## src/design/ledcf_pkg.sv

```systemverilog
// ----------------------------------------------------------------------------
// ledcf_pkg
// Shared types, register codes, constants and the gamma 2.8 table for the
// LED color fade sequencer.
// ----------------------------------------------------------------------------
package ledcf_pkg;

  localparam int MAX_COLORS_DEF    = 4;
  localparam int MAX_PHASE_LEN_DEF = 50;

  localparam int DIV_W     = 16;  // dividend width, also the position width
  localparam int COLOR_W   = 24;
  localparam int LEN_W     = 6;
  localparam int CFG_IDX_W = 3;

  typedef enum logic [CFG_IDX_W-1:0] {
    REG_COLOR_0     = 3'd0,
    REG_COLOR_1     = 3'd1,
    REG_COLOR_2     = 3'd2,
    REG_COLOR_3     = 3'd3,
    REG_COLOR_COUNT = 3'd4,
    REG_HOLD_LEN    = 3'd5,
    REG_FADE_LENS   = 3'd6,
    REG_DARK_LEN    = 3'd7
  } cfg_reg_t;

  typedef enum logic {
    CMD_TICK = 1'b0,
    CMD_SET  = 1'b1
  } cmd_t;

  typedef enum logic [2:0] {
    S_IDLE,
    S_MOD,
    S_DIVP,
    S_LEVEL,
    S_MUL,
    S_DONE
  } seq_state_t;

  // saturated fade lengths, as seen by the sequencer
  typedef struct packed {
    logic [LEN_W-1:0] fade_in;
    logic [LEN_W-1:0] fade_out;
  } fade_cfg_t;

  typedef struct packed {
    logic             start;
    logic [DIV_W-1:0] dividend;
  } div_req_t;

  typedef struct packed {
    logic busy;
    logic done;
  } div_stat_t;

  localparam logic [7:0] GAMMA [256] = '{
    8'd0,8'd0,8'd0,8'd0,8'd0,8'd0,8'd0,8'd0,8'd0,8'd0,8'd0,8'd0,8'd0,8'd0,8'd0,8'd0,
    8'd0,8'd0,8'd0,8'd0,8'd0,8'd0,8'd0,8'd0,8'd0,8'd0,8'd0,8'd0,8'd1,8'd1,8'd1,8'd1,
    8'd1,8'd1,8'd1,8'd1,8'd1,8'd1,8'd1,8'd1,8'd1,8'd2,8'd2,8'd2,8'd2,8'd2,8'd2,8'd2,
    8'd2,8'd3,8'd3,8'd3,8'd3,8'd3,8'd3,8'd3,8'd4,8'd4,8'd4,8'd4,8'd4,8'd5,8'd5,8'd5,
    8'd5,8'd6,8'd6,8'd6,8'd6,8'd7,8'd7,8'd7,8'd7,8'd8,8'd8,8'd8,8'd9,8'd9,8'd9,8'd10,
    8'd10,8'd10,8'd11,8'd11,8'd11,8'd12,8'd12,8'd13,
    8'd13,8'd13,8'd14,8'd14,8'd15,8'd15,8'd16,8'd16,
    8'd17,8'd17,8'd18,8'd18,8'd19,8'd19,8'd20,8'd20,
    8'd21,8'd21,8'd22,8'd22,8'd23,8'd24,8'd24,8'd25,
    8'd25,8'd26,8'd27,8'd27,8'd28,8'd29,8'd29,8'd30,
    8'd31,8'd32,8'd32,8'd33,8'd34,8'd35,8'd35,8'd36,
    8'd37,8'd38,8'd39,8'd39,8'd40,8'd41,8'd42,8'd43,
    8'd44,8'd45,8'd46,8'd47,8'd48,8'd49,8'd50,8'd50,
    8'd51,8'd52,8'd54,8'd55,8'd56,8'd57,8'd58,8'd59,
    8'd60,8'd61,8'd62,8'd63,8'd64,8'd66,8'd67,8'd68,
    8'd69,8'd70,8'd72,8'd73,8'd74,8'd75,8'd77,8'd78,
    8'd79,8'd81,8'd82,8'd83,8'd85,8'd86,8'd87,8'd89,
    8'd90,8'd92,8'd93,8'd95,8'd96,8'd98,8'd99,8'd101,
    8'd102,8'd104,8'd105,8'd107,8'd109,8'd110,8'd112,8'd114,
    8'd115,8'd117,8'd119,8'd120,8'd122,8'd124,8'd126,8'd127,
    8'd129,8'd131,8'd133,8'd135,8'd137,8'd138,8'd140,8'd142,
    8'd144,8'd146,8'd148,8'd150,8'd152,8'd154,8'd156,8'd158,
    8'd160,8'd162,8'd164,8'd167,8'd169,8'd171,8'd173,8'd175,
    8'd177,8'd180,8'd182,8'd184,8'd186,8'd189,8'd191,8'd193,
    8'd196,8'd198,8'd200,8'd203,8'd205,8'd208,8'd210,8'd213,
    8'd215,8'd218,8'd220,8'd223,8'd225,8'd228,8'd231,8'd233,
    8'd236,8'd239,8'd241,8'd244,8'd247,8'd249,8'd252,8'd255
  };

  // reset color of palette entry i; entries without a register stay black
  function automatic logic [COLOR_W-1:0] color_reset(input int i);
    logic [COLOR_W-1:0] c;
    case (i)
      0:       c = 24'hFF0000;
      1:       c = 24'h00FF00;
      2:       c = 24'h0000FF;
      3:       c = 24'hFFFFFF;
      default: c = '0;
    endcase
    return c;
  endfunction

endpackage

```

## src/design/ledcf_div.sv

```systemverilog
// ----------------------------------------------------------------------------
// ledcf_div
// Shared restoring divider: one quotient bit per cycle, quotient and
// remainder held after the done pulse until the next start.
// ----------------------------------------------------------------------------
module ledcf_div import ledcf_pkg::*; #(
  parameter int DVSR_W = 10
) (
  input  logic              clk,
  input  logic              rst_n,
  input  div_req_t          req,
  input  logic [DVSR_W-1:0] divisor,
  output div_stat_t         stat,
  output logic [DIV_W-1:0]  quot,
  output logic [DVSR_W-1:0] rem
);

  localparam int STEP_W = $clog2(DIV_W);

  logic              busy_r, busy_nxt;
  logic              done_r, done_nxt;
  logic [STEP_W-1:0] step_r, step_nxt;
  logic [DIV_W-1:0]  quot_r, quot_nxt;
  logic [DVSR_W-1:0] rem_r, rem_nxt;
  logic [DVSR_W-1:0] dvsr_r, dvsr_nxt;
  logic [DVSR_W:0]   trial;
  logic [DVSR_W:0]   diff;
  logic              fits;

  assign trial = {rem_r, quot_r[DIV_W-1]};
  assign diff  = trial - {1'b0, dvsr_r};
  assign fits  = trial >= {1'b0, dvsr_r};

  always_comb begin
    busy_nxt = busy_r;
    done_nxt = 1'b0;
    step_nxt = step_r;
    quot_nxt = quot_r;
    rem_nxt  = rem_r;
    dvsr_nxt = dvsr_r;
    if (req.start && !busy_r) begin
      busy_nxt = 1'b1;
      step_nxt = '0;
      quot_nxt = req.dividend;
      rem_nxt  = '0;
      dvsr_nxt = divisor;
    end else if (busy_r) begin
      // shift in one dividend bit, subtract where the divisor fits
      quot_nxt = {quot_r[DIV_W-2:0], fits};
      rem_nxt  = fits ? diff[DVSR_W-1:0] : trial[DVSR_W-1:0];
      step_nxt = step_r + 1'b1;
      if (step_r == STEP_W'(DIV_W - 1)) begin
        busy_nxt = 1'b0;
        done_nxt = 1'b1;
      end
    end
  end

  always_ff @(posedge clk) begin
    if (!rst_n) begin
      busy_r <= 1'b0;
      done_r <= 1'b0;
      step_r <= '0;
    end else begin
      busy_r <= busy_nxt;
      done_r <= done_nxt;
      step_r <= step_nxt;
    end
    quot_r <= quot_nxt;
    rem_r  <= rem_nxt;
    dvsr_r <= dvsr_nxt;
  end

  assign stat.busy = busy_r;
  assign stat.done = done_r;
  assign quot      = quot_r;
  assign rem       = rem_r;

  a_busy_done_excl: assert property (@(posedge clk) disable iff (!rst_n)
    !(busy_r && done_r))
    else $error("divider busy and done at once");

  a_no_start_busy: assert property (@(posedge clk) disable iff (!rst_n)
    req.start |-> !busy_r)
    else $error("divider started while busy");

  a_rem_below_dvsr: assert property (@(posedge clk) disable iff (!rst_n)
    done_r |-> (rem_r < dvsr_r))
    else $error("divider remainder not below divisor");

endmodule

```

## src/design/ledcf_cfg.sv

```systemverilog
// ----------------------------------------------------------------------------
// ledcf_cfg
// Configuration registers with saturation of the lengths and color count,
// and the derived period, pattern length and phase boundaries.
// ----------------------------------------------------------------------------
module ledcf_cfg import ledcf_pkg::*; #(
  parameter int MAX_COLORS    = MAX_COLORS_DEF,
  parameter int MAX_PHASE_LEN = MAX_PHASE_LEN_DEF,
  parameter int PER_W         = $clog2(4 * MAX_PHASE_LEN + 1),
  parameter int TOT_W         = $clog2(4 * MAX_PHASE_LEN * MAX_COLORS + 1)
) (
  input  logic                                  clk,
  input  logic                                  rst_n,
  input  logic                                  cfg_we,
  input  logic [CFG_IDX_W-1:0]                  cfg_index,
  input  logic [COLOR_W-1:0]                    cfg_wdata,
  output logic [MAX_COLORS-1:0][COLOR_W-1:0]    palette,
  output fade_cfg_t                             fade,
  output logic [PER_W-1:0]                      per,
  output logic [TOT_W-1:0]                      total,
  output logic [PER_W-1:0]                      bound_hold,
  output logic [PER_W-1:0]                      bound_out
);

  localparam int CNT_W = $clog2(MAX_COLORS + 1);

  logic [2:0]       count_r;
  logic [LEN_W-1:0] hold_r, fin_r, fout_r, dark_r;
  logic [LEN_W-1:0] hold_s, fin_s, fout_s, dark_s;
  logic [CNT_W-1:0] count_s;

  for (genvar i = 0; i < MAX_COLORS; i++) begin : g_pal
    logic [COLOR_W-1:0] color_r;
    always_ff @(posedge clk) begin
      if (!rst_n) begin
        color_r <= color_reset(i);
      end else if (cfg_we && (i < 4) && (cfg_index == CFG_IDX_W'(i))) begin
        color_r <= cfg_wdata;
      end
    end
    assign palette[i] = color_r;
  end

  always_ff @(posedge clk) begin
    if (!rst_n) begin
      count_r <= 3'd2;
      hold_r  <= LEN_W'(1);
      fin_r   <= '0;
      fout_r  <= '0;
      dark_r  <= '0;
    end else if (cfg_we) begin
      case (cfg_index)
        REG_COLOR_COUNT: count_r <= cfg_wdata[2:0];
        REG_HOLD_LEN:    hold_r  <= cfg_wdata[LEN_W-1:0];
        REG_FADE_LENS: begin
          // bits 7:6 carry nothing
          fin_r  <= cfg_wdata[5:0];
          fout_r <= cfg_wdata[13:8];
        end
        REG_DARK_LEN:    dark_r  <= cfg_wdata[LEN_W-1:0];
        default: ;
      endcase
    end
  end

  always_comb begin
    fin_s  = (fin_r  > LEN_W'(MAX_PHASE_LEN)) ? LEN_W'(MAX_PHASE_LEN) : fin_r;
    fout_s = (fout_r > LEN_W'(MAX_PHASE_LEN)) ? LEN_W'(MAX_PHASE_LEN) : fout_r;
    dark_s = (dark_r > LEN_W'(MAX_PHASE_LEN)) ? LEN_W'(MAX_PHASE_LEN) : dark_r;
    if (hold_r > LEN_W'(MAX_PHASE_LEN)) begin
      hold_s = LEN_W'(MAX_PHASE_LEN);
    end else if (hold_r == '0) begin
      hold_s = LEN_W'(1);
    end else begin
      hold_s = hold_r;
    end
    if (count_r < 3'd2) begin
      count_s = CNT_W'(2);
    end else if (32'(count_r) > MAX_COLORS) begin
      count_s = CNT_W'(MAX_COLORS);
    end else begin
      count_s = CNT_W'(count_r);
    end
  end

  assign fade.fade_in  = fin_s;
  assign fade.fade_out = fout_s;
  assign bound_hold    = PER_W'(fin_s) + PER_W'(hold_s);
  assign bound_out     = bound_hold + PER_W'(fout_s);
  assign per           = bound_out + PER_W'(dark_s);
  assign total         = TOT_W'(per) * TOT_W'(count_s);

endmodule

```

## src/design/led_color_fade_sequencer_top.sv

```systemverilog
// ----------------------------------------------------------------------------
// led_color_fade_sequencer_top
// Looping gamma-corrected color fade: each tick gives the next RGB color,
// a set command loads the position modulo the pattern length.
// ----------------------------------------------------------------------------
//  channel | direction | handshake          | payload
//  in      | input     | in_valid/in_stall  | in_cmd, in_position
//  out     | output    | out_valid/out_stall| out_pixel_color
//  cfg     | input     | cfg_we             | cfg_index, cfg_wdata
//
//  A set command runs the 16-step shared divider once (position modulo); a
//  tick in hold or dark runs it twice (also split into palette entry and
//  offset) and a tick in a fade three times (also the fade level). A fade
//  tick then scales the red, green and blue channels in turn.
//  in_stall stays high from acceptance until a tick's result is in the output
//  register or a set command has loaded the position; a result waits there
//  under out_stall while the next item runs. Synchronous active-low reset;
//  there is no clearing pass.
module led_color_fade_sequencer_top import ledcf_pkg::*; #(
  parameter int MAX_COLORS    = MAX_COLORS_DEF,
  parameter int MAX_PHASE_LEN = MAX_PHASE_LEN_DEF
) (
  input  logic                 clk,
  input  logic                 rst_n,
  input  logic                 in_valid,
  output logic                 in_stall,
  input  logic                 in_cmd,
  input  logic [DIV_W-1:0]     in_position,
  output logic                 out_valid,
  input  logic                 out_stall,
  output logic [COLOR_W-1:0]   out_pixel_color,
  input  logic                 cfg_we,
  input  logic [CFG_IDX_W-1:0] cfg_index,
  input  logic [COLOR_W-1:0]   cfg_wdata
);

  localparam int PER_W = $clog2(4 * MAX_PHASE_LEN + 1);
  localparam int TOT_W = $clog2(4 * MAX_PHASE_LEN * MAX_COLORS + 1);
  localparam int IDX_W = $clog2(MAX_COLORS);

  logic [MAX_COLORS-1:0][COLOR_W-1:0] palette;
  fade_cfg_t          fade;
  logic [PER_W-1:0]   per, bound_hold, bound_out;
  logic [TOT_W-1:0]   total;

  div_req_t           div_req;
  div_stat_t          div_stat;
  logic [TOT_W-1:0]   div_dvsr;
  logic [DIV_W-1:0]   div_quot;
  logic [TOT_W-1:0]   div_rem;

  seq_state_t         state_r, state_nxt;
  logic               cmd_r, cmd_nxt;
  logic [TOT_W-1:0]   seq_pos_r, seq_pos_nxt;
  logic [COLOR_W-1:0] rgb_r, rgb_nxt;
  logic [7:0]         gamma_r, gamma_nxt;
  logic [1:0]         ch_r, ch_nxt;
  logic [COLOR_W-1:0] pix_r, pix_nxt;
  logic               out_valid_r, out_valid_nxt;
  logic [COLOR_W-1:0] out_pix_r, out_pix_nxt;

  logic               in_accept;
  logic [PER_W-1:0]   off;
  logic [DIV_W-1:0]   lvl_x, lvl_num;
  logic [7:0]         chan;
  logic [15:0]        prod;
  logic [16:0]        scaled;
  logic [COLOR_W-1:0] pal_sel;

  ledcf_cfg #(
    .MAX_COLORS    (MAX_COLORS),
    .MAX_PHASE_LEN (MAX_PHASE_LEN),
    .PER_W         (PER_W),
    .TOT_W         (TOT_W)
  ) u_cfg (
    .clk        (clk),
    .rst_n      (rst_n),
    .cfg_we     (cfg_we),
    .cfg_index  (cfg_index),
    .cfg_wdata  (cfg_wdata),
    .palette    (palette),
    .fade       (fade),
    .per        (per),
    .total      (total),
    .bound_hold (bound_hold),
    .bound_out  (bound_out)
  );

  ledcf_div #(
    .DVSR_W (TOT_W)
  ) u_div (
    .clk     (clk),
    .rst_n   (rst_n),
    .req     (div_req),
    .divisor (div_dvsr),
    .stat    (div_stat),
    .quot    (div_quot),
    .rem     (div_rem)
  );

  assign in_stall  = (state_r != S_IDLE);
  assign in_accept = in_valid && !in_stall;

  assign off     = div_rem[PER_W-1:0];
  assign pal_sel = palette[div_quot[IDX_W-1:0]];

  // fade level numerator 255*x, x = k+1 on the way in, G-j on the way out
  assign lvl_x   = (off < bound_hold) ? (DIV_W'(off) + 1'b1) : DIV_W'(bound_out - off);
  assign lvl_num = (lvl_x << 8) - lvl_x;

  // channel * gamma / 255, exact for products below 65535
  always_comb begin
    case (ch_r)
      2'd0:    chan = rgb_r[23:16];
      2'd1:    chan = rgb_r[15:8];
      default: chan = rgb_r[7:0];
    endcase
  end
  assign prod   = 16'(chan) * 16'(gamma_r);
  assign scaled = 17'(prod) + 17'(prod[15:8]) + 17'd1;

  always_comb begin
    state_nxt        = state_r;
    cmd_nxt          = cmd_r;
    seq_pos_nxt      = seq_pos_r;
    rgb_nxt          = rgb_r;
    gamma_nxt        = gamma_r;
    ch_nxt           = ch_r;
    pix_nxt          = pix_r;
    out_pix_nxt      = out_pix_r;
    out_valid_nxt    = out_valid_r && out_stall;
    div_req.start    = 1'b0;
    div_req.dividend = DIV_W'(seq_pos_r);
    div_dvsr         = total;

    case (state_r)
      S_IDLE: begin
        if (in_accept) begin
          cmd_nxt       = in_cmd;
          div_req.start = 1'b1;
          if (in_cmd == CMD_SET) begin
            div_req.dividend = in_position;
          end
          state_nxt = S_MOD;
        end
      end
      S_MOD: begin
        if (div_stat.done) begin
          if (cmd_r == CMD_SET) begin
            seq_pos_nxt = div_rem;
            state_nxt   = S_IDLE;
          end else begin
            // advance past the position being shown
            seq_pos_nxt      = div_rem + 1'b1;
            div_req.start    = 1'b1;
            div_req.dividend = DIV_W'(div_rem);
            div_dvsr         = TOT_W'(per);
            state_nxt        = S_DIVP;
          end
        end
      end
      S_DIVP: begin
        if (div_stat.done) begin
          rgb_nxt = pal_sel;
          if (off < PER_W'(fade.fade_in)) begin
            div_req.start    = 1'b1;
            div_req.dividend = lvl_num;
            div_dvsr         = TOT_W'(fade.fade_in) + 1'b1;
            state_nxt        = S_LEVEL;
          end else if (off < bound_hold) begin
            pix_nxt   = pal_sel;
            state_nxt = S_DONE;
          end else if (off < bound_out) begin
            div_req.start    = 1'b1;
            div_req.dividend = lvl_num;
            div_dvsr         = TOT_W'(fade.fade_out) + 1'b1;
            state_nxt        = S_LEVEL;
          end else begin
            pix_nxt   = '0;
            state_nxt = S_DONE;
          end
        end
      end
      S_LEVEL: begin
        if (div_stat.done) begin
          gamma_nxt = GAMMA[div_quot[7:0]];
          ch_nxt    = 2'd0;
          state_nxt = S_MUL;
        end
      end
      S_MUL: begin
        // red first, shift each scaled byte in from the right
        pix_nxt = {pix_r[15:0], scaled[15:8]};
        ch_nxt  = ch_r + 1'b1;
        if (ch_r == 2'd2) begin
          state_nxt = S_DONE;
        end
      end
      S_DONE: begin
        if (!out_valid_r || !out_stall) begin
          out_valid_nxt = 1'b1;
          out_pix_nxt   = pix_r;
          state_nxt     = S_IDLE;
        end
      end
      default: begin
        state_nxt = S_IDLE;
      end
    endcase
  end

  always_ff @(posedge clk) begin
    if (!rst_n) begin
      state_r     <= S_IDLE;
      seq_pos_r   <= '0;
      out_valid_r <= 1'b0;
      ch_r        <= '0;
    end else begin
      state_r     <= state_nxt;
      seq_pos_r   <= seq_pos_nxt;
      out_valid_r <= out_valid_nxt;
      ch_r        <= ch_nxt;
    end
    cmd_r     <= cmd_nxt;
    rgb_r     <= rgb_nxt;
    gamma_r   <= gamma_nxt;
    pix_r     <= pix_nxt;
    out_pix_r <= out_pix_nxt;
  end

  assign out_valid       = out_valid_r;
  assign out_pixel_color = out_pix_r;

  a_idle_div_free: assert property (@(posedge clk) disable iff (!rst_n)
    (state_r == S_IDLE) |-> !div_stat.busy)
    else $error("divider busy while sequencer idle");

  a_level_in_range: assert property (@(posedge clk) disable iff (!rst_n)
    (state_r == S_LEVEL && div_stat.done) |-> (div_quot[DIV_W-1:8] == '0))
    else $error("fade level above 255");

  a_mul_channel: assert property (@(posedge clk) disable iff (!rst_n)
    (state_r == S_MUL) |-> (ch_r != 2'd3))
    else $error("channel counter out of range");

endmodule
```

## config.mk

```make
export PLATFORM = sky130hd
export DESIGN_NAME = led_color_fade_sequencer_top
export DESIGN_NICKNAME = d
export VERILOG_FILES = /design/src/design/ledcf_pkg.sv /design/src/design/ledcf_div.sv /design/src/design/ledcf_cfg.sv /design/src/design/led_color_fade_sequencer_top.sv
export SDC_FILE = /design/constraint.sdc
export NUM_CORES = 1
export LEC_CHECK = 0
export ABC_AREA = 1
export BUFFER_PORTS_ARGS = -buffer_cell sky130_fd_sc_hd__buf_2
export CORE_MARGIN = 10
export CORE_UTILIZATION = 65
export DETAILED_ROUTE_END_ITERATION = 7
export GPL_TIMING_DRIVEN = 0
export PLACE_DENSITY = 0.9
export SETUP_SLACK_MARGIN = 0.15
export SYNTH_ARGS = -nofsm -noshare
export SYNTH_HDL_FRONTEND = slang
export SYNTH_SLANG_ARGS = --single-unit
```

## constraint.sdc

```tcl
create_clock -name clk -period 15.11 [get_ports clk]
set_input_delay 3.022 -clock clk [delete_from_list [all_inputs] [get_ports clk]]
set_output_delay 3.022 -clock clk [all_outputs]
set_load 0.01 [all_outputs]
```

# == Word-level counts from Yosys, hierarchy flattened ==
# Memory sizes are Yosys's and may differ from the RTL's. A register that Yosys moved wholly into a read port is not among the register bits.
# Cells that the tools add are included.
# W data, S select, Z words.
# word_totals
regBits,254
latchBits,0
ramBits,0
mem_bits_ro,2048
input_bits,49
out_inout_bits,26
wordCells,166
mem_count,1
# mem_list
memory,depth,width,read_ports,rd_ports_with_merged_regs,wr,line_no,source
(name not given),256,8,1,1,0,led_color_fade_sequencer_top.sv:186,gamma_nxt = GAMMA[div_quot[7:0]];
# op_classes
add_sub_neg,14
multipliers,2
n_div,0
magnitude_cmp,11
n_eq_ne,23
n_shift,0
n_mux,55
bitwise,3
n_reduce_logical,34
# ops
op,count
$mux W24,5
$mux W17,7
$mux W10,8
$mux W16,4
$pmux W17 S3,1
$bmux W24 S2,1
$pmux W24 S2,1
$mux W3,11
$mux W6,5
$gt A6 B6 Y1 const B,4
$pmux W10 S2,1
$reduce_and A2 Y1,10
$eq A3 B3 Y1 const B,6
$pmux W3 S6,1
$add A16 B1 Y16 const B,1
$add A16 B8 Y16,1
$add A8 B6 Y8,2
$lt A8 B8 Y1,2
$mul A8 B8 Y16,1
$pmux W8 S2,1
$sub A16 B16 Y16,1
$add A6 B1 Y7 const B,2
$eq A3 B2 Y1 const B,4
$ge A11 B10 Y1,1
other kinds (36),61

# == Depth between registers and ports, before layout ==
# depth
ltp_word,15
depth_mapped,36

# == By module ==
# A second synthesis with hierarchy kept.
# unflattened
cells_unflattened,2701
hier_area_um2,19338.5
# modules_own_cells
module,instances,cells_per_inst,area_each_um2,seq_area_each_um2
led_color_fade_sequencer_top,1,1585,11039.3,2752.6
ledcf_cfg,1,819,5930.7,2462.4
ledcf_div,1,297,2368.5,1101.1

# == Worst setup path before layout ==
# No wires, ideal clock.
# synth_path
kind,reg2reg
start,register ch_r[0]
end,register pix_r[4] (data pin)
t_arrival_ns,6.104
path_slack_ns,8.752
stages_incl_launch_ff,31
n_path_buf,1
period_less_slack_ns,6.358
path_cell_list,dfxtp_1 -> inv_1 -> ha_1 -> clkbuf_1 -> nor2_1 -> a21oi_1 -> or2_2 -> fa_1 -> fa_1 -> inv_1 -> fa_1 -> fa_1 -> ha_1 -> inv_1 -> o21ai_0 -> a21oi_1 -> nand2_1 -> nand2_1 -> nand2_1 -> a21oi_1 -> or2_2 -> nand2_1 -> inv_1 -> ha_1 -> nand2_1 -> nor2_1 -> a211oi_1 -> o211ai_1 -> nand4_1 -> nand3_1 -> nand2_1
# synth_via
elab_chain_cells,6
# synth_lines
element,line_no,source
from (decl),led_color_fade_sequencer_top.sv:57,"logic [1:0] ch_r, ch_nxt;"
from (signal assigned),led_color_fade_sequencer_top.sv:222,ch_r <= ch_nxt;
$eq A2 B1 Y1 / $logic_not A2 Y1 (equally long branches),led_color_fade_sequencer_top.sv:113,case (ch_r)
$pmux W8 S2 (*),led_color_fade_sequencer_top.sv:113,
$mul A8 B8 Y16 (*),led_color_fade_sequencer_top.sv:119,assign prod = 16'(chan) * 16'(gamma_r);
$add A16 B8 Y16 (*),led_color_fade_sequencer_top.sv:120,assign scaled = 17'(prod) + 17'(prod[15:8]) + 17'd1;
$add A16 B1 Y16 (*),led_color_fade_sequencer_top.sv:120,
$pmux W24 S2 (*),led_color_fade_sequencer_top.sv:136,case (state_r)
via pix_nxt[4],led_color_fade_sequencer_top.sv:58,"logic [COLOR_W-1:0] pix_r, pix_nxt;"
to (signal assigned),led_color_fade_sequencer_top.sv:227,pix_r <= pix_nxt;
to (decl),led_color_fade_sequencer_top.sv:58,
# The timed path passes the listed nets; every way through them passes the cells marked *.
# A chain may end at the register's enable or synchronous reset.

# == Worst setup path after layout ==
# layout_path
start,register ch_r[0]
end,register pix_r[3] (data pin)
# Same word-level chain as after synthesis.

==> summary.md <==
| Metric | Value |
|---|---|
| Area delta synth->final | `9.88%` |
| Synthesized area | `18,400 um^2` |
| Required time of the critical path | `approximately 15 ns` |
| Vias per inst | `~6.1` |
| CP Launch Type | `flip-flop` |
| MaxCap Viol Count | `0` |
| CTS H-tree depth | `1` |
| Post-synth EDFFs | `about 110` |
| Worst Skew | `0.0208 ns` |
| First-pass GRT wire length | `roughly 90 mm` |
| Hold Crit Start | `pix_r[18]` |
| Count leader, synth | `nand2_1` |
| Final Max Tran Viols | `0` |
| Hold crit path type | `reg -> reg` |
| CP max-delay cell | `fa_1` |
| Worst-Margin Slew | `~0.97 ns` |
| Die area | `about 35,000 um^2` |
| Clock-pin slew on the worst setup and hold paths | `0.07 ns` |
| Final Hold Fails | `0` |
| F_max | `128 MHz` |
| Flop2flop setup slack | `approximately 7.3 ns` |
| Busiest grt layer | `met2` |
| Gr ovfl total | `0` |
| Tmin final | `7.81 ns` |
| Reg2reg end | `pix_r[3]` |
| Setup TNS | `0 ns` |
| I/O pin count | `75` |
| Site row count | `61` |
| Worst path most repeated cell | `nand2_1` |
| Gr usage total | `31.3%` |
| Slowest stage delay, CP | `about 0.54 ns` |
| DP HPWL | `between 40 and 50 mm` |
| Pre-CTS WS | `~7.6 ns` |
| Met2 GRT Util | `about half` |
| Avg WL per Cell | `approximately 19 um` |
| Setup WS post-layout | `7.30 ns` |
| Ant. Diodes | `0` |
| Initial core utilization | `between 60% and 70%` |
| Maximum vdd drop | `about 0.15 mV` |
| Grt met1 use | `39.9%` |
| Seq/Total Area, Yosys | `34.4%` |
| Core box area | `27,900 um^2` |
| Critical path arrival | `about 8 ns` |
| Ys async rst share | `0%` |
| Largest net degree at the start of global routing | `34` |
| Leakage | `about 0.0096 uW` |
| Hold buffers post-CTS | `0` |
| Max FO, Critical Path | `9` |
| Setup CP Type | `reg -> reg` |
| Final period util | `51.7%` |
| # Post-CTS Setup Buffers | `0` |
| Top cells by area, synth | `edfxtp_1 17%, dfxtp_1 17%, nand2_1 9.4%, ha_1 9.0%, nor2_1 7.2%` |
| Post-CTS sizing | `0` |
| PD cells | `~170 nW/um^2` |
| Iteration-0 DRC Markers | `2,626` |
| Mapped Cells | `2,478` |
| Post-synth top area share | `between 10% and 20%` |
| Synth top cells by count | `461 x nand2_1, 353 x nor2_1, 314 x inv_1, 228 x o21ai_0, 155 x dfxtp_1` |
| Clock Tree Root | `clkbuf_16` |
| Nets | `2,813` |
| Slew HR | `between 30% and 40%` |
| Critical path endpoint category | `flip-flop` |
| Via count | `18,341` |
| Bufs on Longest Clock Path | `3` |
| Vias in the first global route | `about 18,000` |
| Mapped Avg Cell Area | `7.41 um^2` |
| CTS tree | `yes` |
| Synth area leader | `edfxtp_1` |
| Final setup fails | `0` |
| Share of cells above drive strength 1 | `roughly 6.8%` |
| M3 GR Usage | `under 10%` |
| Clock sink count | `262` |
| Post-synth top flop | `dfxtp_1` |
| ANT nets after route | `0` |
| Syn Nets | `around 2,700` |
| Hold path endpoint | `out_pixel_color[18]` |
| Hold path cells | `0` |
| Fillers | `2,120` |
| CTS buffer count | `28` |
| RSZ-0062 raised after global routing | `false` |
| Worst r2r src | `ch_r[0]` |
| FF-to-FF path depth | `30` |
| Status | `completed` |
| Synthesis warning total | `0` |
| Final wirelength | `approximately 57 mm` |
| IO Port Bufs | `73` |
| DR pass1 iterations | `6` |
| Chip Width | `roughly 190 um` |
| DRC errors left | `0` |
| Number of synthesized register bits | `between 200 and 300` |
| Synth cell types | `57` |
| Die Span Y | `around 190 um` |
| Placer Congestion | `just over 1` |
| Initial antenna violation count | `0` |
| Clk_lat worst skew | `roughly 0.57 ns` |
## state kept, by name (all words and copies together), names as in the netlist, 3 cells and up
name / flops
u_cfg.g_pal.color_r: 96
out_pixel_color: 24
pix_r: 24
rgb_r: 24
u_div.quot: 16
seq_pos_r: 10
u_div.dvsr_r: 10
u_div.rem: 10
gamma_r: 8
u_cfg.dark_r: 6
u_cfg.fin_r: 6
u_cfg.fout_r: 6
u_cfg.hold_r: 6
u_div.step_r: 4
state_r: 3
u_cfg.count_r: 3
## power breakdown
group / total [uW] / switching [uW] / internal [uW] / leakage, uW
combinational: 1890 / 1290 / 599 / 0.00686
sequential: 872 / 54.4 / 817 / 0.00225
clock: 686 / 303 / 383 / 0.000451
## how the worst max path moves through the flow
| stage | from | endpoint | slack [ns] | depth (start not counted) |
|---|---|---|---|---|
| final | ch_r[0] | pix_r[3] | 7.30 | 30 |
| after global routing | ch_r[1] | pix_r[3] | 6.94 | 31 |
| after CTS | ch_r[0] | pix_r[7] | 7.53 | 30 |
| after detailed placement | ch_r[0] | pix_r[3] | 7.65 | 30 |
| after global placement | u_cfg.fin_r[1] | pix_r[11] | 7.72 | 28 |
| after floorplan | ch_r[0] | pix_r[4] | 8.75 | 30 |
## stage by stage
stage                     instances  utilization [%]  power, uW  hold slack, ns  instance area [um^2]
after floorplan                2478                -       2210           0.400                 18400
after global placement         2929             68.9       2650           0.404                 19200
after detailed placement       2931             69.1       2690           0.405                 19200
after CTS                      2983             72.4       3380           0.419                 20200
after global routing           2984             72.4       3660           0.425                 20200
final                          2984             72.4       3440           0.418                 20200
## per-layer routing
| layer | wire [um] | up-vias |
|---|---|---|
| li1 | - | 8460 |
| met1 | 22500 | 8472 |
| met2 | 26100 | 1166 |
| met3 | 5920 | 243 |
| met4 | 2670 | 0 |
| met5 | 0 | - |
## worst max-delay path, delay by kind of cell, from the launching register on
family | cells | cell delay, ns
compound gates | 6 | 1.44
fa+ha+maj | 7 | 2.97
buf+inv | 5 | 0.56
flops | 1 | 0.41
simple gates | 12 | 2.17
## cells by family (layout without fill, tap and decap cells)
kind of cell	Yosys count	after routing	share of synthesized area (%)
xor gates and xnor gates	54	54	2.58
buffers and inverters	418	546	8.69
and+or+nand+nor	1044	1044	23.8
adders and majority gates	180	180	14.2
DFF	262	262	34.4
AOI/OAI and AO/OA	520	520	16.4
## cell usage in the layout, fill, tap and decap left out, types with 25 or more instances in the layout
cell       count
nand2_1      461
ha_1         132
clkbuf_16     28
fa_1          48
nand3_1      148
edfxtp_1     107
clkbuf_1      90
buf_2         77
o22ai_1       29
xor2_1        34
inv_1        314
nor2_1       352
o21ai_0      227
dfxtp_1      155
a22o_1        25
a21oi_1      143
## final cells by class
| class | count | area [um^2] | area share, % |
|---|---|---|---|
| well taps | 378 | 473 | 2.34 |
| repair buffers | 76 | 403 | 2.00 |
| multi-input cells | 1798 | 10500 | 51.9 |
| plain buffers | 95 | 380 | 1.89 |
| inverters | 323 | 1210 | 6.02 |
| flip-flops and latches | 262 | 6320 | 31.3 |
| clock inverters | 16 | 153 | 0.756 |
| clock buffers | 36 | 771 | 3.82 |
No activity file was read; power rests on OpenSTA's default activity.
